**src/sv/sed_pkg.sv**
```systemverilog
// Shared types, constants and helper functions for the string escape decoder.
`timescale 1ns / 1ps

package sed_pkg;

   localparam int RECS   = 4;
   localparam int IDX_W  = $clog2(RECS);
   localparam int CNT_W  = $clog2(RECS + 1);
   localparam int QDEPTH = 4;
   localparam int PTR_W  = $clog2(QDEPTH);
   localparam int QCNT_W = $clog2(QDEPTH + 1);

   localparam logic [31:0] CP_MAX  = 32'h0010_ffff;
   localparam logic [31:0] SURR_LO = 32'h0000_d800;
   localparam logic [31:0] SURR_HI = 32'h0000_dfff;

   localparam logic [7:0] CH_NL     = 8'h0a;
   localparam logic [7:0] CH_DQUOTE = 8'h22;
   localparam logic [7:0] CH_SQUOTE = 8'h27;
   localparam logic [7:0] CH_BSLASH = 8'h5c;
   localparam logic [7:0] CH_0      = 8'h30;
   localparam logic [7:0] CH_7      = 8'h37;
   localparam logic [7:0] CH_9      = 8'h39;
   localparam logic [7:0] CH_UP_A   = 8'h41;
   localparam logic [7:0] CH_UP_F   = 8'h46;
   localparam logic [7:0] CH_UP_N   = 8'h4e;
   localparam logic [7:0] CH_UP_U   = 8'h55;
   localparam logic [7:0] CH_LOW_A  = 8'h61;
   localparam logic [7:0] CH_LOW_B  = 8'h62;
   localparam logic [7:0] CH_LOW_F  = 8'h66;
   localparam logic [7:0] CH_LOW_N  = 8'h6e;
   localparam logic [7:0] CH_LOW_R  = 8'h72;
   localparam logic [7:0] CH_LOW_T  = 8'h74;
   localparam logic [7:0] CH_LOW_U  = 8'h75;
   localparam logic [7:0] CH_LOW_V  = 8'h76;
   localparam logic [7:0] CH_LOW_X  = 8'h78;

   typedef enum logic [2:0] {
      MODE_NORMAL = 3'd0,
      MODE_ESC    = 3'd1,
      MODE_OCTAL  = 3'd2,
      MODE_HEX    = 3'd3,
      MODE_UNI    = 3'd4
   } mode_type;

   typedef enum logic [1:0] {
      KIND_BYTE  = 2'd0,
      KIND_ERROR = 2'd1,
      KIND_MARK  = 2'd2
   } kind_type;

   typedef enum logic [2:0] {
      ERR_EOF          = 3'd0,
      ERR_TRUNC_X      = 3'd1,
      ERR_TRUNC_U      = 3'd2,
      ERR_TRUNC_LONG_U = 3'd3,
      ERR_BAD_CP       = 3'd4,
      ERR_NAMED        = 3'd5
   } err_type;

   typedef struct packed {
      kind_type    kind;
      logic [7:0]  data;
      err_type     code;
   } rec_type;

   typedef struct packed {
      rec_type [RECS-1:0] recs;
      logic [CNT_W-1:0]   count;
      logic               lit_end;
   } entry_type;

   typedef struct packed {
      logic [2:0]       len;
      logic [3:0][7:0]  bytes;
   } utf8_type;

   function automatic utf8_type cp_to_utf8(logic [20:0] cp);
      utf8_type u;
      u = '0;
      if (cp < 21'h80) begin
         u.len      = 3'd1;
         u.bytes[0] = cp[7:0];
      end else if (cp < 21'h800) begin
         u.len      = 3'd2;
         u.bytes[0] = {3'b110, cp[10:6]};
         u.bytes[1] = {2'b10, cp[5:0]};
      end else if (cp < 21'h10000) begin
         u.len      = 3'd3;
         u.bytes[0] = {4'b1110, cp[15:12]};
         u.bytes[1] = {2'b10, cp[11:6]};
         u.bytes[2] = {2'b10, cp[5:0]};
      end else begin
         u.len      = 3'd4;
         u.bytes[0] = {5'b11110, cp[20:18]};
         u.bytes[1] = {2'b10, cp[17:12]};
         u.bytes[2] = {2'b10, cp[11:6]};
         u.bytes[3] = {2'b10, cp[5:0]};
      end
      return u;
   endfunction

   function automatic entry_type put_rec(entry_type e, kind_type k, logic [7:0] d,
                                         err_type code);
      rec_type r;
      r.kind = k;
      r.data = d;
      r.code = code;
      if (e.count < CNT_W'(RECS)) begin
         e.recs[e.count[IDX_W-1:0]] = r;
         e.count = e.count + 1'b1;
      end
      return e;
   endfunction

   function automatic entry_type put_utf8(entry_type e, utf8_type u);
      for (int i = 0; i < 4; i++) begin
         if (3'(i) < u.len) begin
            e = put_rec(e, KIND_BYTE, u.bytes[i], ERR_EOF);
         end
      end
      return e;
   endfunction

endpackage

```
**src/sv/sed_front.sv**
```systemverilog
// Front end: escape state machine that turns each accepted source byte into at most one queue word.
`timescale 1ns / 1ps

module sed_front (
   input  logic               clock,
   input  logic               reset,
   input  logic               acc,
   input  logic [7:0]         src_byte,
   input  logic               bytes_literal,
   input  logic               body_end,
   output logic               enq,
   output sed_pkg::entry_type entry
);
   import sed_pkg::*;

   mode_type    mode_ff, mode_in, take_mode;
   logic [31:0] value_ff, value_in, take_value;
   logic [3:0]  digits_ff, digits_in, take_digits, digits_inc;
   logic        long_ff, long_in, take_long;
   logic        drain_ff, drain_in;
   logic        take_err;
   err_type     take_code;

   logic        oct_digit;
   logic        hex_ok;
   logic [3:0]  hex_val;
   logic        oct_done, hex_done, uni_done;
   logic [15:0] oct_value;
   logic [7:0]  hex_byte;
   logic [31:0] uni_value;
   logic        cp_bad;
   utf8_type    u_hex, u_uni;
   logic        end_err;
   err_type     end_code;
   entry_type   e;

   assign oct_digit  = (src_byte >= CH_0) && (src_byte <= CH_7);
   assign digits_inc = digits_ff + 4'd1;
   assign oct_done   = digits_inc >= 4'd3;
   assign hex_done   = digits_inc >= 4'd2;
   assign uni_done   = digits_inc >= (long_ff ? 4'd8 : 4'd4);
   assign oct_value  = {value_ff[12:0], src_byte[2:0]};
   assign hex_byte   = {value_ff[3:0], hex_val};
   assign uni_value  = {value_ff[27:0], hex_val};
   assign cp_bad     = (uni_value > CP_MAX) ||
                       ((uni_value >= SURR_LO) && (uni_value <= SURR_HI));
   assign u_hex      = cp_to_utf8({13'd0, hex_byte});
   assign u_uni      = cp_to_utf8(uni_value[20:0]);

   always_comb begin
      hex_ok  = 1'b1;
      hex_val = 4'd0;
      unique case (src_byte) inside
         [CH_0:CH_9]:         hex_val = src_byte[3:0];
         [CH_LOW_A:CH_LOW_F],
         [CH_UP_A:CH_UP_F]:   hex_val = src_byte[3:0] + 4'd9;
         default:             hex_ok  = 1'b0;
      endcase
   end

   // next state of the escape machine for one byte
   always_comb begin
      take_mode   = mode_ff;
      take_value  = value_ff;
      take_digits = digits_ff;
      take_long   = long_ff;
      take_err    = 1'b0;
      take_code   = ERR_EOF;
      unique case (mode_ff)
         MODE_NORMAL: begin
            if (src_byte == CH_BSLASH) take_mode = MODE_ESC;
         end
         MODE_OCTAL: begin
            if (oct_digit) begin
               take_value  = {16'd0, oct_value};
               take_digits = digits_inc;
               if (oct_done) take_mode = MODE_NORMAL;
            end else begin
               take_mode = (src_byte == CH_BSLASH) ? MODE_ESC : MODE_NORMAL;
            end
         end
         MODE_ESC: begin
            take_mode = MODE_NORMAL;
            unique case (src_byte) inside
               CH_LOW_X: begin
                  take_mode   = MODE_HEX;
                  take_value  = '0;
                  take_digits = '0;
               end
               CH_LOW_U, CH_UP_U: begin
                  if (!bytes_literal) begin
                     take_mode   = MODE_UNI;
                     take_value  = '0;
                     take_digits = '0;
                     take_long   = (src_byte == CH_UP_U);
                  end
               end
               CH_UP_N: begin
                  if (!bytes_literal) begin
                     take_err  = 1'b1;
                     take_code = ERR_NAMED;
                  end
               end
               [CH_0:CH_7]: begin
                  take_mode   = MODE_OCTAL;
                  take_value  = {29'd0, src_byte[2:0]};
                  take_digits = 4'd1;
               end
               default: ;
            endcase
         end
         MODE_HEX: begin
            if (!hex_ok) begin
               take_err  = 1'b1;
               take_code = ERR_TRUNC_X;
            end else begin
               take_value  = {24'd0, hex_byte};
               take_digits = digits_inc;
               if (hex_done) take_mode = MODE_NORMAL;
            end
         end
         MODE_UNI: begin
            if (!hex_ok) begin
               take_err  = 1'b1;
               take_code = long_ff ? ERR_TRUNC_LONG_U : ERR_TRUNC_U;
            end else begin
               take_value  = uni_value;
               take_digits = digits_inc;
               if (uni_done) begin
                  take_mode = MODE_NORMAL;
                  if (cp_bad) begin
                     take_err  = 1'b1;
                     take_code = ERR_BAD_CP;
                  end
               end
            end
         end
         default: take_mode = MODE_NORMAL;
      endcase
   end

   always_comb begin
      mode_in   = mode_ff;
      value_in  = value_ff;
      digits_in = digits_ff;
      long_in   = long_ff;
      drain_in  = drain_ff;
      if (acc) begin
         if (body_end) begin
            mode_in   = MODE_NORMAL;
            value_in  = '0;
            digits_in = '0;
            long_in   = 1'b0;
            drain_in  = 1'b0;
         end else if (!drain_ff) begin
            mode_in   = take_mode;
            value_in  = take_value;
            digits_in = take_digits;
            long_in   = take_long;
            drain_in  = take_err;
         end
      end
   end

   // results caused by this byte
   always_comb begin
      e        = '0;
      end_err  = 1'b0;
      end_code = ERR_EOF;
      unique case (mode_ff)
         MODE_NORMAL: begin
            if (src_byte != CH_BSLASH) e = put_rec(e, KIND_BYTE, src_byte, ERR_EOF);
         end
         MODE_OCTAL: begin
            if (oct_digit) begin
               if (oct_done) e = put_rec(e, KIND_BYTE, oct_value[7:0], ERR_EOF);
            end else begin
               e = put_rec(e, KIND_BYTE, value_ff[7:0], ERR_EOF);
               if (src_byte != CH_BSLASH) e = put_rec(e, KIND_BYTE, src_byte, ERR_EOF);
            end
         end
         MODE_ESC: begin
            unique case (src_byte) inside
               CH_NL: ;
               CH_BSLASH, CH_SQUOTE, CH_DQUOTE:
                  e = put_rec(e, KIND_BYTE, src_byte, ERR_EOF);
               CH_LOW_N: e = put_rec(e, KIND_BYTE, 8'h0a, ERR_EOF);
               CH_LOW_T: e = put_rec(e, KIND_BYTE, 8'h09, ERR_EOF);
               CH_LOW_R: e = put_rec(e, KIND_BYTE, 8'h0d, ERR_EOF);
               CH_LOW_A: e = put_rec(e, KIND_BYTE, 8'h07, ERR_EOF);
               CH_LOW_B: e = put_rec(e, KIND_BYTE, 8'h08, ERR_EOF);
               CH_LOW_F: e = put_rec(e, KIND_BYTE, 8'h0c, ERR_EOF);
               CH_LOW_V: e = put_rec(e, KIND_BYTE, 8'h0b, ERR_EOF);
               CH_LOW_X, [CH_0:CH_7]: ;
               CH_LOW_U, CH_UP_U, CH_UP_N: begin
                  if (bytes_literal) begin
                     e = put_rec(e, KIND_BYTE, CH_BSLASH, ERR_EOF);
                     e = put_rec(e, KIND_BYTE, src_byte, ERR_EOF);
                  end
               end
               default: begin
                  e = put_rec(e, KIND_BYTE, CH_BSLASH, ERR_EOF);
                  e = put_rec(e, KIND_BYTE, src_byte, ERR_EOF);
               end
            endcase
         end
         MODE_HEX: begin
            if (hex_ok && hex_done) begin
               if (bytes_literal) e = put_rec(e, KIND_BYTE, hex_byte, ERR_EOF);
               else e = put_utf8(e, u_hex);
            end
         end
         MODE_UNI: begin
            if (hex_ok && uni_done && !cp_bad) e = put_utf8(e, u_uni);
         end
         default: ;
      endcase

      if (body_end && !take_err) begin
         unique case (take_mode)
            MODE_ESC: begin
               end_err  = 1'b1;
               end_code = ERR_EOF;
            end
            MODE_OCTAL: e = put_rec(e, KIND_BYTE, take_value[7:0], ERR_EOF);
            MODE_HEX: begin
               end_err  = 1'b1;
               end_code = ERR_TRUNC_X;
            end
            MODE_UNI: begin
               end_err  = 1'b1;
               end_code = take_long ? ERR_TRUNC_LONG_U : ERR_TRUNC_U;
            end
            default: ;
         endcase
      end

      if (take_err) e = put_rec(e, KIND_ERROR, 8'h00, take_code);
      else if (end_err) e = put_rec(e, KIND_ERROR, 8'h00, end_code);

      if (drain_ff) e = '0;
      if (body_end && (e.count == '0)) e = put_rec(e, KIND_MARK, 8'h00, ERR_EOF);
      e.lit_end = body_end;
   end

   assign entry = e;
   assign enq   = acc && (e.count != '0);

   always_ff @(posedge clock) begin
      if (reset) begin
         mode_ff   <= MODE_NORMAL;
         value_ff  <= '0;
         digits_ff <= '0;
         long_ff   <= 1'b0;
         drain_ff  <= 1'b0;
      end else begin
         mode_ff   <= mode_in;
         value_ff  <= value_in;
         digits_ff <= digits_in;
         long_ff   <= long_in;
         drain_ff  <= drain_in;
      end
   end

endmodule

```
**src/sv/sed_queue.sv**
```systemverilog
// Short word queue between the front end and the result serializer.
`timescale 1ns / 1ps

module sed_queue (
   input  logic               clock,
   input  logic               reset,
   input  logic               push,
   input  sed_pkg::entry_type push_entry,
   output logic               full,
   input  logic               pop,
   output sed_pkg::entry_type head,
   output logic               empty
);
   import sed_pkg::*;

   entry_type         mem_ff [QDEPTH];
   logic [PTR_W-1:0]  wr_ptr_ff, wr_ptr_in;
   logic [PTR_W-1:0]  rd_ptr_ff, rd_ptr_in;
   logic [QCNT_W-1:0] cnt_ff, cnt_in;

   assign full  = (cnt_ff == QCNT_W'(QDEPTH));
   assign empty = (cnt_ff == '0);
   assign head  = mem_ff[rd_ptr_ff];

   always_comb begin
      wr_ptr_in = push ? wr_ptr_ff + 1'b1 : wr_ptr_ff;
      rd_ptr_in = pop ? rd_ptr_ff + 1'b1 : rd_ptr_ff;
      cnt_in    = cnt_ff;
      if (push && !pop) cnt_in = cnt_ff + 1'b1;
      else if (pop && !push) cnt_in = cnt_ff - 1'b1;
   end

   always_ff @(posedge clock) begin
      if (push) begin
         mem_ff[wr_ptr_ff] <= push_entry;
      end
   end

   always_ff @(posedge clock) begin
      if (reset) begin
         wr_ptr_ff <= '0;
         rd_ptr_ff <= '0;
         cnt_ff    <= '0;
      end else begin
         wr_ptr_ff <= wr_ptr_in;
         rd_ptr_ff <= rd_ptr_in;
         cnt_ff    <= cnt_in;
      end
   end

endmodule

```
**src/sv/sed_back.sv**
```systemverilog
// Back end: hands out the results of the head queue word one at a time.
`timescale 1ns / 1ps

module sed_back (
   input  logic               clock,
   input  logic               reset,
   input  sed_pkg::entry_type head,
   input  logic               q_empty,
   output logic               q_pop,
   input  logic               rsp_pop,
   output logic               rsp_empty,
   output logic [1:0]         rsp_kind,
   output logic [7:0]         rsp_data_byte,
   output logic [2:0]         rsp_error_code,
   output logic               rsp_run_last,
   output logic               rsp_literal_end
);
   import sed_pkg::*;

   logic [IDX_W-1:0] idx_ff, idx_in;
   rec_type          cur;
   logic             last_rec;
   logic             take;

   assign cur      = head.recs[idx_ff];
   assign last_rec = ({1'b0, idx_ff} + 1'b1) == head.count;
   assign take     = rsp_pop && !q_empty;
   assign q_pop    = take && last_rec;

   assign rsp_empty       = q_empty;
   assign rsp_kind        = cur.kind;
   assign rsp_data_byte   = cur.data;
   assign rsp_error_code  = cur.code;
   assign rsp_run_last    = last_rec;
   assign rsp_literal_end = last_rec && head.lit_end;

   always_comb begin
      idx_in = idx_ff;
      if (take) idx_in = last_rec ? '0 : idx_ff + 1'b1;
   end

   always_ff @(posedge clock) begin
      if (reset) begin
         idx_ff <= '0;
      end else begin
         idx_ff <= idx_in;
      end
   end

endmodule

```
**src/sv/string_escape_decoder.sv**
```systemverilog
// Top level of the string escape decoder: front end, word queue and result serializer.
// Output: with the queue empty, the first result of a byte is on the rsp_ ports in the
// cycle after it is taken.
// Throughput: one source byte per cycle while the four-word queue has room; results
// leave one per cycle while rsp_pop is high, so a byte with several results holds the output until all are taken.
// Reset: synchronous, clears the escape state and empties the queue.
`timescale 1ns / 1ps

module string_escape_decoder (
   input  logic       clock,
   input  logic       reset,
   input  logic       req_push,
   output logic       req_full,
   input  logic [7:0] req_src_byte,
   input  logic       req_bytes_literal,
   input  logic       req_body_end,
   output logic       rsp_empty,
   input  logic       rsp_pop,
   output logic [1:0] rsp_kind,
   output logic [7:0] rsp_data_byte,
   output logic [2:0] rsp_error_code,
   output logic       rsp_run_last,
   output logic       rsp_literal_end
);
   import sed_pkg::*;

   logic      acc;
   logic      enq;
   entry_type entry;
   entry_type head;
   logic      q_full, q_empty, q_pop;

   assign req_full = q_full;
   assign acc      = req_push && !q_full;

   sed_front u_front (
      .clock         (clock),
      .reset         (reset),
      .acc           (acc),
      .src_byte      (req_src_byte),
      .bytes_literal (req_bytes_literal),
      .body_end      (req_body_end),
      .enq           (enq),
      .entry         (entry)
   );

   sed_queue u_queue (
      .clock      (clock),
      .reset      (reset),
      .push       (enq),
      .push_entry (entry),
      .full       (q_full),
      .pop        (q_pop),
      .head       (head),
      .empty      (q_empty)
   );

   sed_back u_back (
      .clock           (clock),
      .reset           (reset),
      .head            (head),
      .q_empty         (q_empty),
      .q_pop           (q_pop),
      .rsp_pop         (rsp_pop),
      .rsp_empty       (rsp_empty),
      .rsp_kind        (rsp_kind),
      .rsp_data_byte   (rsp_data_byte),
      .rsp_error_code  (rsp_error_code),
      .rsp_run_last    (rsp_run_last),
      .rsp_literal_end (rsp_literal_end)
   );

   a_mark_ends: assert property (@(posedge clock) disable iff (reset)
      (!rsp_empty && rsp_kind == KIND_MARK) |-> (rsp_literal_end && rsp_run_last))
      else $error("end marker without literal end");

   a_err_no_data: assert property (@(posedge clock) disable iff (reset)
      (!rsp_empty && rsp_kind == KIND_ERROR) |-> (rsp_data_byte == 8'h00))
      else $error("error word carries data");

   a_end_gives_word: assert property (@(posedge clock) disable iff (reset)
      (req_push && !req_full && req_body_end) |=> !rsp_empty)
      else $error("literal end produced no word");

   a_reset_empty: assert property (@(posedge clock)
      reset |=> rsp_empty)
      else $error("queue not empty after reset");

endmodule
```
**config.mk**
```make
export PLATFORM = sky130hd
export DESIGN_NAME = string_escape_decoder
export DESIGN_NICKNAME = d
export VERILOG_FILES = /design/src/sv/sed_pkg.sv /design/src/sv/sed_front.sv /design/src/sv/sed_queue.sv /design/src/sv/sed_back.sv /design/src/sv/string_escape_decoder.sv
export SDC_FILE = /design/constraint.sdc
export NUM_CORES = 1
export LEC_CHECK = 0
export ABC_AREA = 0
export ABC_CLOCK_PERIOD_IN_PS = 5900
export BUFFER_PORTS_ARGS = -buffer_cell sky130_fd_sc_hd__buf_2
export CORE_MARGIN = 5
export CORE_UTILIZATION = 45
export DETAILED_ROUTE_END_ITERATION = 10
export GPL_ROUTABILITY_DRIVEN = 0
export HOLD_SLACK_MARGIN = 0.02
export PLACE_DENSITY = 0.64
export RECOVER_POWER = 100
export SLEW_MARGIN = 20
export SYNTH_ARGS = -nofsm -noshare
export SYNTH_HDL_FRONTEND = slang
export SYNTH_SLANG_ARGS = --single-unit
```
**constraint.sdc**
```tcl
create_clock -name clock -period 5.9 [get_ports clock]
set_clock_uncertainty 0.05 [all_clocks]
set_input_delay 0.295 -clock clock [delete_from_list [all_inputs] [get_ports clock]]
set_output_delay 0.295 -clock clock [all_outputs]
set_load 0.05 [all_outputs]
```
==> run_results.csv, run 1 <==
group,metric,value,unit
pwr,p_sw_share,28.31,%
timing,max_freq,0.1791,GHz
cells_and_area,final_cell_mix,"sky130_fd_sc_hd__edfxtp_1, sky130_fd_sc_hd__nor2_1, sky130_fd_sc_hd__nand2_1, sky130_fd_sc_hd__mux4_2, sky130_fd_sc_hd__a21oi_1",
grt,antenna_found_initial,0,
cells_and_area,final.fill_count,2548,
worst_setup_path,r2r.worst_path.cells,23,
cells_and_area,nNetsFinal,1100,
worst_setup_path,start_kind,"flop",
synthesis,yosysTopAreaCellShare,50.46,%
synthesis,postSynthRegisterBits,272,
route,antenna_violating_nets_post_route,0,
synthesis,yosys.area.top_type,"sky130_fd_sc_hd__edfxtp_1",
die,die_width,182.1,um
route,vias_per_cell,6.052,
worst_setup_path,cp.depth,23,
cts,hold_fix_buffers_at_cts,0,
route,wl,32.19,mm
grt,overflow,0,
synthesis,mappedNetlistArea,13330,um^2
route,drtIter0Drc,1052,
worst_setup_path,critPathSlowestCell,"sky130_fd_sc_hd__clkbuf_4",
worst_setup_path,crit_path_end_kind,"flop",
timing,final-setup-viol-count,0,
cts,clk_pin_slew_worst_paths,60,ps
hold_path,hold_path_cells,1,
cts,cts_tree,"built",
worst_setup_path,crit_chain,"nand3_1, xnor2_2, ha_1, nor2b_1, a311o_1, nand2_1, a2111oi_0, a211o_2, inv_2, ha_1, nand3_1, a21oi_2, ha_1, a21oi_1, a311o_1, ha_1, nand2_1, nor3_1, mux2_4, a31oi_4, clkbuf_1, and2_2, clkbuf_4",
timing,final_max_slew_viols,0,
cts,h-tree-depth,1,
cts,cts_num_sinks,272,
timing,holdWs,147.4,ps
grt,vias_in_the_first_global_route,8859,
pwr,power.internal,0.003638,W
synthesis,synthCells,1025,
die,ios,31,
worst_setup_path,worst_ep_required_time,6000,ps
synthesis,number_of_synthesized_flops_with_an_enable_pin,224,
worst_setup_path,critical-path-top-cell-by-count,"sky130_fd_sc_hd__ha_1",
cells_and_area,seqCellArea,7692,um^2
pwr,pwr-share-comb,20.9,%
pwr,power.net_switching,0.001437,W
placed_design,placement.cell_area,14080,um^2
synthesis,synth_flop_cell,"sky130_fd_sc_hd__edfxtp_1",
worst_setup_path,classification_of_the_worst_setup_path,"flop to flop",
status,run_status,"finished, final reports clean",
die,starting_density_of_the_core,45.22,%
pwr,pwr_density_cell,340.9,nW/um^2
placed_design,dp_hpwl,21.57,mm
worst_setup_path,critical_path.top_delay_family,"compound AO/OA/AOI/OAI gates",
timing,timing_hold_violations_final,0,
route,drc,0,
cts,clock-root-buffer,"sky130_fd_sc_hd__clkbuf_16",
grt,grt_util_all_layers,19.34,%
pwr,vdd_ir_drop_max,0.1809,mV
cts,clock_latency,530,ps
timing,slew_headroom,2.017,%
pwr,pwr-share-clk,33.4,%
worst_setup_path,worst-path-max-fanout,36,
synthesis,synth_top_cells_by_area,"sky130_fd_sc_hd__edfxtp_1, sky130_fd_sc_hd__mux4_2, sky130_fd_sc_hd__dfxtp_1, sky130_fd_sc_hd__nor2_1, sky130_fd_sc_hd__a21oi_1",
worst_setup_path,critical-path-max-stage-delay,510,ps
cts,ctsLongestPathBuffers,3,
timing,min_tclk_post_route,5584,ps
timing,finalSetupTns,0,ps
route,drt-pass1-iter-count,8,
timing,final.period_utilization,94.64,%
die,floorplan.rows,63,
pwr,static-leakage-power,5.015,nW
synthesis,postSynth.asyncResetShare,0,%
cells_and_area,final_layout_size_suffix_gt1_share,17.91,%
timing,grt_setup_unrepaired,"false",
synthesis,netlist-cell-type-count,87,
die,floorplan.die.height,182.1,um
cells_and_area,area_growth,11.68,%
cells_and_area,layout.cells.most_common,"sky130_fd_sc_hd__edfxtp_1",
cells_and_area,final_cell_area,14890,um^2
run,max_cap_viol_count,0,
synthesis,seq_area_frac_synth,57.66,%
hold_path,hold_class,"primary input to flop",
timing,transition_time_of_the_tightest_slew_check_pin,1470,ps
grt,maximum_number_of_pins_on_one_net_before_global_route_repair,57,
route,vias,8914,
cells_and_area,multi_input_area,5295,um^2
synthesis,yosys_warnings,0,
worst_setup_path,cp_num_buf_inv,3,
cts,tritoncts_buffers,28,
die,core-area,29480,um^2
pwr,share_seq_of_total_power,45.7,%
grt,grt_first_pass_wirelength,51.14,mm
synthesis,average_size_of_a_mapped_cell,13.01,um^2
die,die_area,33170,um^2
worst_setup_path,cp.arrival,5690,ps
route,average_wire_per_cell_in_the_routed_design,21.85,um
cells_and_area,insertedDiodeCount,0,
placed_design,placement.io_buffers,30,
==> worst register-to-register path: cells and delay by family (launching register included) <==
kind / cells / cell delay [ps]
AOI/OAI and AO/OA: 7 / 1420
adders and majority gates: 4 / 1010
and+or+nand+nor: 7 / 990
buffers and inverters: 3 / 890
DFF: 1 / 390
muxes: 1 / 270
xor gates and xnor gates: 1 / 170
==> power by group through the flow <==
stage | sequential, W | combinational [W] | clock (W)
2_1_floorplan | 0.00232 | 0.000857 | 0
3_3_place_gp | 0.00235 | 0.00110 | 0
3_5_place_dp | 0.00236 | 0.00110 | 0
4_1_cts | 0.00232 | 0.00111 | 0.00173
5_1_grt | 0.00234 | 0.00114 | 0.00182
6_report | 0.00232 | 0.00106 | 0.00170
==> cell type report <==
class | instances | share of cell area, %
clock inverters | 11 | 0.5799
clock buffers | 41 | 5.446
flip-flops and latches | 272 | 51.67
well taps | 390 | 3.278
multi-input cells | 661 | 35.57
repair buffers | 72 | 2.807
inverters | 26 | 0.6555
==> Yosys cell counts (7+ instances only) <==
cell type                  number
sky130_fd_sc_hd__buf_1         10
sky130_fd_sc_hd__buf_2          8
sky130_fd_sc_hd__nand2_1       79
sky130_fd_sc_hd__and2_1        13
sky130_fd_sc_hd__a221o_1        7
sky130_fd_sc_hd__a21o_1        13
sky130_fd_sc_hd__o211ai_1       8
sky130_fd_sc_hd__nor2_1        93
sky130_fd_sc_hd__dfxtp_1       48
sky130_fd_sc_hd__nand3_1       33
sky130_fd_sc_hd__a22oi_1       29
sky130_fd_sc_hd__inv_1         25
sky130_fd_sc_hd__a21oi_1       60
sky130_fd_sc_hd__nand2b_1      14
sky130_fd_sc_hd__ha_1          24
sky130_fd_sc_hd__edfxtp_1     224
sky130_fd_sc_hd__a31oi_1        7
sky130_fd_sc_hd__o21ai_0       30
sky130_fd_sc_hd__mux4_2        69
sky130_fd_sc_hd__a22o_1        13
sky130_fd_sc_hd__nor3_1        20
sky130_fd_sc_hd__clkbuf_1      49
sky130_fd_sc_hd__nor4_1         9
==> path summary, 6_finish.rpt <==
check / endpoint / start / slack [ps]
setup / recovery: u_queue.mem_ff[1][48] / u_front.digits_ff[2] / 320
hold / removal: u_queue.mem_ff[1][0] / req_body_end / 150
setup reg to reg: u_queue.mem_ff[1][48] / u_front.digits_ff[2] / 320
hold reg to reg: u_front.value_ff[27] / u_front.value_ff[27] / 400
==> sequential cells by signal, summed over array words and instances, names as in the netlist, named ones only <==
signal,cells
u_front.drain_ff,1
u_front.value_ff,28
u_queue.wr_ptr_ff,2
u_queue.cnt_ff,3
u_front.digits_ff,4
u_back.idx_ff,2
u_front.mode_ff,3
u_queue.rd_ptr_ff,2
u_front.long_ff,1
u_queue.mem_ff,224
==> routing by layer <==
metal	vias to the layer above	share of wire, %	GRT usage, %	routed length, um
met3	85	8.2	4.166	2646
li1	4050	-	-	-
met1	4391	43	27.39	13840
met2	388	46	30.34	14650
met5	-	0	0	0
met4	0	3.3	5.734	1052
==> cell families after synthesis <==
group | count (synthesis) | share of synthesized area, %
XOR/XNOR | 10 | 0.6569
buffers and inverters | 95 | 2.834
AND/OR/NAND/NOR | 317 | 11.79
flip-flops | 272 | 57.66
multiplexers | 77 | 12.33
other | 1 | 0.02813
adder cells (fa/ha/maj) | 25 | 2.403
AO/OA/AOI/OAI | 228 | 12.29
==> stage by stage <==
step | utilization, % | power, W | setup slack (ps) | instances
floorplan | - | 0.003181 | 161.8 | 1028
global placement | 47.75 | 0.003456 | 144.8 | 1421
detailed placement | 47.75 | 0.003468 | 118.4 | 1421
CTS | 50.79 | 0.005157 | 74.56 | 1473
global route | 50.50 | 0.005296 | 16.41 | 1473
finish | 50.50 | 0.005075 | 316.3 | 1473
==> timing repair <==
action	4_1_cts	5_1_grt
resized for setup	0	8
buffers inserted	0	0
setup endpoints to repair	0	42
Note: power is estimated with default switching activity, not from simulation.
==> run 2, diff against run 1 <==
Settings changed: ABC_CLOCK_PERIOD_IN_PS 5900 to 6000, CELL_PAD_IN_SITES_DETAIL_PLACEMENT from default to 1, CELL_PAD_IN_SITES_GLOBAL_PLACEMENT from default to 2, PLACE_DENSITY 0.64 to 0.81.
Clock period 5.9 ns to 6 ns, I/O delays scaled along.
==> run 2 against run 1 <==
Compared with the run above: cell count barely moved; clock power barely moved; the run now ends with capacitance limit, slew limit left; register-to-register slack improved by 60 ps; first-iteration DRC count fell by 31%; highest routed layer unchanged; total power fell by 0.84%; critical path type unchanged.
==> run_results.csv, run 2 (synthesis gave the netlist of run 1 again) <==
group,metric,value,unit
status,run_status,"complete, but fails checks",
status,violations,"capacitance limit, slew limit",
cells_and_area,final.fill_count,3015,
timing,slew_headroom,-2.384,%
die,ios,31,
cts,postCtsSetupBuffers,0,
timing,finalSetupTns,0,ps
grt,grt_first_pass_wirelength,56.55,mm
cells_and_area,insertedDiodeCount,0,
cells_and_area,area_growth,12.14,%
worst_setup_path,worst_ep_required_time,6410,ps
worst_setup_path,start_kind,"flop",
cells_and_area,final_cell_mix,"sky130_fd_sc_hd__edfxtp_1, sky130_fd_sc_hd__nor2_1, sky130_fd_sc_hd__nand2_1, sky130_fd_sc_hd__mux4_2, sky130_fd_sc_hd__a21oi_1",
cts,hold_fix_buffers_at_cts,0,
worst_setup_path,classification_of_the_worst_setup_path,"flop to flop",
cells_and_area,final_layout_size_suffix_gt1_share,18.54,%
hold_path,hold_path_startpoint,"req_body_end",
placed_design,placement.cell_area,14080,um^2
die,starting_density_of_the_core,45.22,%
placed_design,place.detailed.instances,1422,
route,antenna_violating_nets_post_route,0,
timing,max_freq,0.1780,GHz
route,wl,35.96,mm
cells_and_area,seqCellArea,7690,um^2
worst_setup_path,setup.reg_to_reg.worst_slack,380,ps
cts,ctsLongestPathBuffers,3,
cts,tritoncts_buffers,28,
hold_path,hold_class,"primary input to flop",
route,drt-pass1-iter-count,5,
route,drc,0,
pwr,pwr_density_cell,336.6,nW/um^2
die,die_area,33170,um^2
timing,min_tclk_post_route,5619,ps
grt,overflow,0,
timing,final.period_utilization,93.66,%
placed_design,dp_hpwl,25.00,mm
worst_setup_path,rr_startpoint,"u_front.digits_ff[0]",
route,average_wire_per_cell_in_the_routed_design,24.40,um
cells_and_area,flip_flop_count_of_the_largest_register_all_copies_and_words_added,224,
grt,maximum_number_of_pins_on_one_net_before_global_route_repair,57,
die,core-area,29480,um^2
cts,cts_num_sinks,272,
cells_and_area,reg.largest.list,"u_queue.mem_ff (224), u_front.value_ff (28), u_front.digits_ff (4)",
pwr,vdd_ir_drop_max,0.1908,mV
grt,vias_in_the_first_global_route,9344,
worst_setup_path,worst-path-max-fanout,6,
timing,timing_hold_violations_final,0,
route,vias,8998,
worst_setup_path,cp.arrival,6030,ps
grt,grt_util_all_layers,21.69,%
cells_and_area,layout.cells.non_filler,1474,
cells_and_area,layout.cells.most_common,"sky130_fd_sc_hd__edfxtp_1",
timing,final-setup-viol-count,0,
grt,antenna_found_initial,0,
timing,final_max_slew_viols,23,
hold_path,hold_end,"u_queue.mem_ff[1][0]",
cts,h-tree-depth,1,
timing,transition_time_of_the_tightest_slew_check_pin,1534,ps
die,floorplan.die.height,182.1,um
route,drtIter0Drc,722,
hold_path,hold_path_cells,1,
worst_setup_path,r2r.worst_path.cells,26,
cells_and_area,final_cell_area,14950,um^2
pwr,static-leakage-power,5.048,nW
cts,clock-root-buffer,"sky130_fd_sc_hd__clkbuf_16",
worst_setup_path,crit-reg2reg-capture,"u_queue.cnt_ff[2]",
placed_design,placement.io_buffers,30,
cts,clock_latency,540,ps
run,max_cap_viol_count,1,
cells_and_area,nNetsFinal,1101,
pwr,report.power.total,0.005032,W
cells_and_area,registers.top_by_ff_count,"u_queue.mem_ff",
cells_and_area,multi_input_area,5280,um^2
die,die_width,182.1,um
worst_setup_path,crit_path_end_kind,"flop",
route,vias_per_cell,6.104,
cts,cts_tree,"built",
timing,timing.final.ws_setup,380.5,ps
cts,clk_pin_slew_worst_paths,70,ps
die,floorplan.rows,63,
placed_design,place_ws,71.04,ps
cts,cts_resized,0,
run 2: cell count changes in the layout (fill, tap and decap cells not counted), sizes merged:
cell | before | now
clkinvlp | 4 | 3
clkinv | 6 | 8
bufinv | 1 | 2
clkbuf | 68 | 48
buf | 45 | 63
inv | 26 | 27
run 2: report_power, final:
group	total [W]	leakage, nW	internal, W	switching (W)
sequential	0.00229	2.55	0.00221	0.0000803
combinational	0.00106	2.07	0.000408	0.000654
clock	0.00168	0.427	0.000983	0.000694
total	0.00503	5.05	0.00360	0.00143
run 2: through the flow:
stage,hold slack (ps),utilization (%)
floorplan,348.9,-
global placement,390.7,47.77
detailed placement,404.4,47.77
CTS,128.1,50.80
global route,150.7,50.71
finish,158.4,50.71
run 2: worst max path at each step:
stage                         startpoint                 to
global route        u_front.digits_ff[1]  u_queue.cnt_ff[2]
floorplan                req_src_byte[1]  u_queue.cnt_ff[2]
detailed placement       req_src_byte[0]  u_queue.cnt_ff[2]
global placement         req_src_byte[0]  u_queue.cnt_ff[2]
CTS                 u_front.digits_ff[2]  u_queue.cnt_ff[2]
finish              u_front.digits_ff[0]  u_queue.cnt_ff[2]
run 2: metal layers:
| layer | share of wire (%) | GRT usage [%] | vias up | wire length [um] |
|---|---|---|---|---|
| met5 | 0 | 0 | - | 0 |
| met4 | 1.6 | 4.443 | 0 | 584 |
| met3 | 5.5 | 2.611 | 47 | 1983 |
| met2 | 49 | 35.92 | 293 | 17680 |
| met1 | 44 | 31.25 | 4598 | 15710 |
| li1 | - | - | 4060 | - |
run 2: cell type report:
class / instances / share of cell area (%)
multi-input cells: 661 / 35.32
flip-flops and latches: 272 / 51.44
repair buffers: 73 / 3.364
clock buffers: 38 / 5.147
clock inverters: 14 / 0.8202
well taps: 390 / 3.264
inverters: 26 / 0.6528
run 2: worst max-delay path, cell delays in order, from the launching register on:
cell,delay [ps]
sky130_fd_sc_hd__dfxtp_1,430
sky130_fd_sc_hd__nand3_1,120
sky130_fd_sc_hd__xnor2_1,240
sky130_fd_sc_hd__ha_1,290
sky130_fd_sc_hd__nor2b_1,130
sky130_fd_sc_hd__a311o_1,310
sky130_fd_sc_hd__nand2_1,190
sky130_fd_sc_hd__a2111oi_2,50
sky130_fd_sc_hd__a211o_2,290
sky130_fd_sc_hd__inv_2,110
sky130_fd_sc_hd__ha_1,240
sky130_fd_sc_hd__nand3_1,130
sky130_fd_sc_hd__a21oi_1,100
sky130_fd_sc_hd__ha_1,280
sky130_fd_sc_hd__a21oi_1,40
sky130_fd_sc_hd__a311o_1,390
sky130_fd_sc_hd__inv_1,130
sky130_fd_sc_hd__ha_1,200
sky130_fd_sc_hd__nor3_1,70
sky130_fd_sc_hd__mux2_4,270
sky130_fd_sc_hd__a31oi_4,210
sky130_fd_sc_hd__ha_1,210
sky130_fd_sc_hd__inv_1,60
sky130_fd_sc_hd__fa_1,370
sky130_fd_sc_hd__xor2_1,170
sky130_fd_sc_hd__or3_1,300
sky130_fd_sc_hd__a21oi_1,140
==> run 3, diff against run 2 <==
Settings changed: CTS_BUF_LIST from default to sky130_fd_sc_hd__clkbuf_4 sky130_fd_sc_hd__clkbuf_8, REMOVE_ABC_BUFFERS from default to 1.
==> run 3 against run 2 <==
Compared with the run above: the run still ends with capacitance limit, slew limit left; worst hold slack got worse by 39 ps; routed wire length increased by 1.5%; final area decreased by 0.72%; fmax decreased by 0.59%; global-route usage increased by 0.36 points; sequential share of layout area increased by 0.41 points; clock power decreased by 9.5%; total power decreased by 3.2%; critical path type unchanged; critical endpoint unchanged; highest routed layer unchanged.
==> run_results.csv, run 3 (synthesis gave the netlist of run 1 again) <==
group,metric,value,unit
grt,grt_util_all_layers,22.05,%
die,floorplan.die.height,182.1,um
timing,final_max_slew_viols,47,
cts,clk_pin_slew_worst_paths,60,ps
cells_and_area,final_cell_mix,"sky130_fd_sc_hd__edfxtp_1, sky130_fd_sc_hd__nor2_1, sky130_fd_sc_hd__nand2_1, sky130_fd_sc_hd__mux4_2, sky130_fd_sc_hd__a21oi_1",
worst_setup_path,critical-path-top-cell-by-count,"sky130_fd_sc_hd__ha_1",
route,drt-pass1-iter-count,5,
timing,finalSetupTns,0,ps
cells_and_area,final.fill_count,3041,
die,floorplan.rows,63,
status,violations,"capacitance limit, slew limit",
placed_design,placement.cell_area,14170,um^2
die,core-area,29480,um^2
route,antenna_violating_nets_post_route,0,
cells_and_area,registers.top_by_ff_count,"u_queue.mem_ff",
worst_setup_path,crit_chain,"or4_1, nor2_1, nand3_1, a2111oi_2, a211o_2, inv_2, ha_1, nand3_1, a21oi_2, ha_1, a21oi_1, a311o_1, inv_1, ha_1, nor3_1, mux2_4, a31oi_4, ha_1, inv_1, fa_1, xor2_1, or3_1, a21oi_1",
worst_setup_path,setup.reg_to_reg.worst_slack,350,ps
pwr,share_seq_of_total_power,46.9,%
pwr,static-leakage-power,5.007,nW
worst_setup_path,rr_startpoint,"u_front.value_ff[12]",
die,starting_density_of_the_core,45.22,%
cells_and_area,final_cell_area,14840,um^2
cts,clock_latency,560,ps
worst_setup_path,crit_path_end_kind,"flop",
cells_and_area,nNetsFinal,1120,
worst_setup_path,critPathSlowestCell,"sky130_fd_sc_hd__or4_1",
pwr,power.net_switching,0.001455,W
timing,transition_time_of_the_tightest_slew_check_pin,2895,ps
worst_setup_path,crit_path_end,"u_queue.cnt_ff[2]",
cells_and_area,insertedDiodeCount,0,
pwr,power.internal,0.003414,W
route,drtIter0Drc,725,
cells_and_area,reg.largest.list,"u_queue.mem_ff (224), u_front.value_ff (28), u_front.digits_ff (4)",
timing,holdWs,119.1,ps
hold_path,hold_class,"primary input to flop",
route,drc,0,
status,run_status,"complete, but fails checks",
timing,timing_hold_violations_final,0,
timing,max_freq,0.1769,GHz
die,die_area,33170,um^2
worst_setup_path,critical-path-max-stage-delay,600,ps
run,max_cap_viol_count,1,
grt,antenna_found_initial,0,
grt,vias_in_the_first_global_route,9472,
worst_setup_path,worst-path-max-fanout,6,
timing,final.period_utilization,94.22,%
grt,overflow,0,
route,average_wire_per_cell_in_the_routed_design,24.28,um
pwr,p_sw_share,29.88,%
timing,min_tclk_post_route,5653,ps
pwr,pwr-share-comb,21.9,%
worst_setup_path,crit-reg2reg-capture,"u_queue.cnt_ff[2]",
cells_and_area,layout.cells.most_common,"sky130_fd_sc_hd__edfxtp_1",
cts,ctsLongestPathBuffers,3,
cts,cts_tree,"built",
cts,cts_num_sinks,272,
die,ios,31,
cts,h-tree-depth,2,
worst_setup_path,classification_of_the_worst_setup_path,"flop to flop",
worst_setup_path,cp.arrival,6070,ps
cells_and_area,final_layout_size_suffix_gt1_share,19.50,%
worst_setup_path,critical_path.startpoint,"u_front.value_ff[12]",
cts,clock-root-buffer,"sky130_fd_sc_hd__clkbuf_8",
grt,maximum_number_of_pins_on_one_net_before_global_route_repair,57,
grt,grt_first_pass_wirelength,57.48,mm
route,vias,9059,
cells_and_area,area_growth,11.34,%
die,die_width,182.1,um
timing,slew_headroom,-93.01,%
cells_and_area,flip_flop_count_of_the_largest_register_all_copies_and_words_added,224,
placed_design,placement.io_buffers,30,
route,vias_per_cell,6.027,
worst_setup_path,start_kind,"flop",
timing,final-setup-viol-count,0,
route,wl,36.49,mm
pwr,pwr_density_cell,328.0,nW/um^2
pwr,vdd_ir_drop_max,0.1414,mV
worst_setup_path,r2r.worst_path.cells,23,
cts,tritoncts_buffers,44,
pwr,pwr-share-clk,31.3,%
worst_setup_path,worst_ep_required_time,6420,ps
placed_design,dp_hpwl,25.43,mm
timing,grt_setup_unrepaired,"false",
run 3: cell count changes in the layout (fill, tap and decap cells not counted), moves of 3 or more:
| cell | before | now |
|---|---|---|
| sky130_fd_sc_hd__buf_12 | 4 | 1 |
| sky130_fd_sc_hd__clkbuf_1 | 18 | 28 |
| sky130_fd_sc_hd__clkinv_2 | 3 | 8 |
| sky130_fd_sc_hd__clkinv_1 | 5 | 10 |
| sky130_fd_sc_hd__buf_4 | 36 | 26 |
| sky130_fd_sc_hd__clkbuf_16 | 29 | 0 |
| sky130_fd_sc_hd__clkbuf_8 | 1 | 46 |
| sky130_fd_sc_hd__clkbuf_4 | 0 | 15 |
| sky130_fd_sc_hd__buf_2 | 23 | 13 |
run 3: timing repair:
action                     in CTS  in global routing
setup endpoints to repair       0                  1
setup buffers                   0                  0
hold buffers                    0                  0
resized for setup               0                  7
run 3: power by group through the flow:
stage	clock network, W	logic [W]	registers, W
2_1_floorplan	0	0.000759	0.00236
3_3_place_gp	0	0.00110	0.00231
3_5_place_dp	0	0.00112	0.00232
4_1_cts	0.00157	0.00112	0.00229
5_1_grt	0.00167	0.00114	0.00230
6_report	0.00152	0.00106	0.00228
run 3: worst min path at each step:
stage,startpoint,cells after the start,slack (ps),endpoint
after floorplan,reset,1,320,u_front.digits_ff[1]
final,rsp_pop,4,120,u_back.idx_ff[0]
after CTS,rsp_pop,4,90,u_back.idx_ff[0]
after detailed placement,u_front.value_ff[27],2,400,u_front.value_ff[27]
after global placement,u_front.value_ff[25],2,390,u_front.value_ff[25]
after global routing,req_body_end,1,120,u_queue.mem_ff[2][0]
run 3: critical path: cells and delay by family (launching register included):
family / cells / cell delay, ps
AOI/OAI and AO/OA: 7 / 1430
xor gates and xnor gates: 1 / 180
adders and majority gates: 5 / 1350
buffers and inverters: 3 / 280
DFF: 1 / 380
muxes: 1 / 270
and+or+nand+nor: 6 / 1640
run 3: layout make-up:
type | count | area (um^2) | share of cell area [%]
flip-flops and latches | 272 | 7695 | 51.84
clock buffers | 55 | 688.2 | 4.636
well taps | 390 | 488.0 | 3.288
clock inverters | 23 | 142.6 | 0.9610
repair buffers | 76 | 452.9 | 3.051
inverters | 26 | 97.59 | 0.6575
multi-input cells | 661 | 5279 | 35.56
run 3: per-layer routing:
metal	share of wire [%]	routed length, um	track usage (%)
met5	0	0	0
met4	2.1	763	5.074
met3	5.0	1818	2.890
met2	49	17850	36.94
met1	44	16060	30.98
run 3: stage by stage:
stage | util [%] | power [W] | setup slack (ps) | instances
4_1_cts | 50.88 | 0.004979 | 179.5 | 1503
2_1_floorplan | - | 0.003118 | -10.81 | 959
3_3_place_gp | 48.06 | 0.003409 | 216.6 | 1425
3_5_place_dp | 48.06 | 0.003445 | -66.81 | 1425
5_1_grt | 50.35 | 0.005108 | 13.32 | 1503
6_report | 50.35 | 0.004869 | 347.0 | 1503
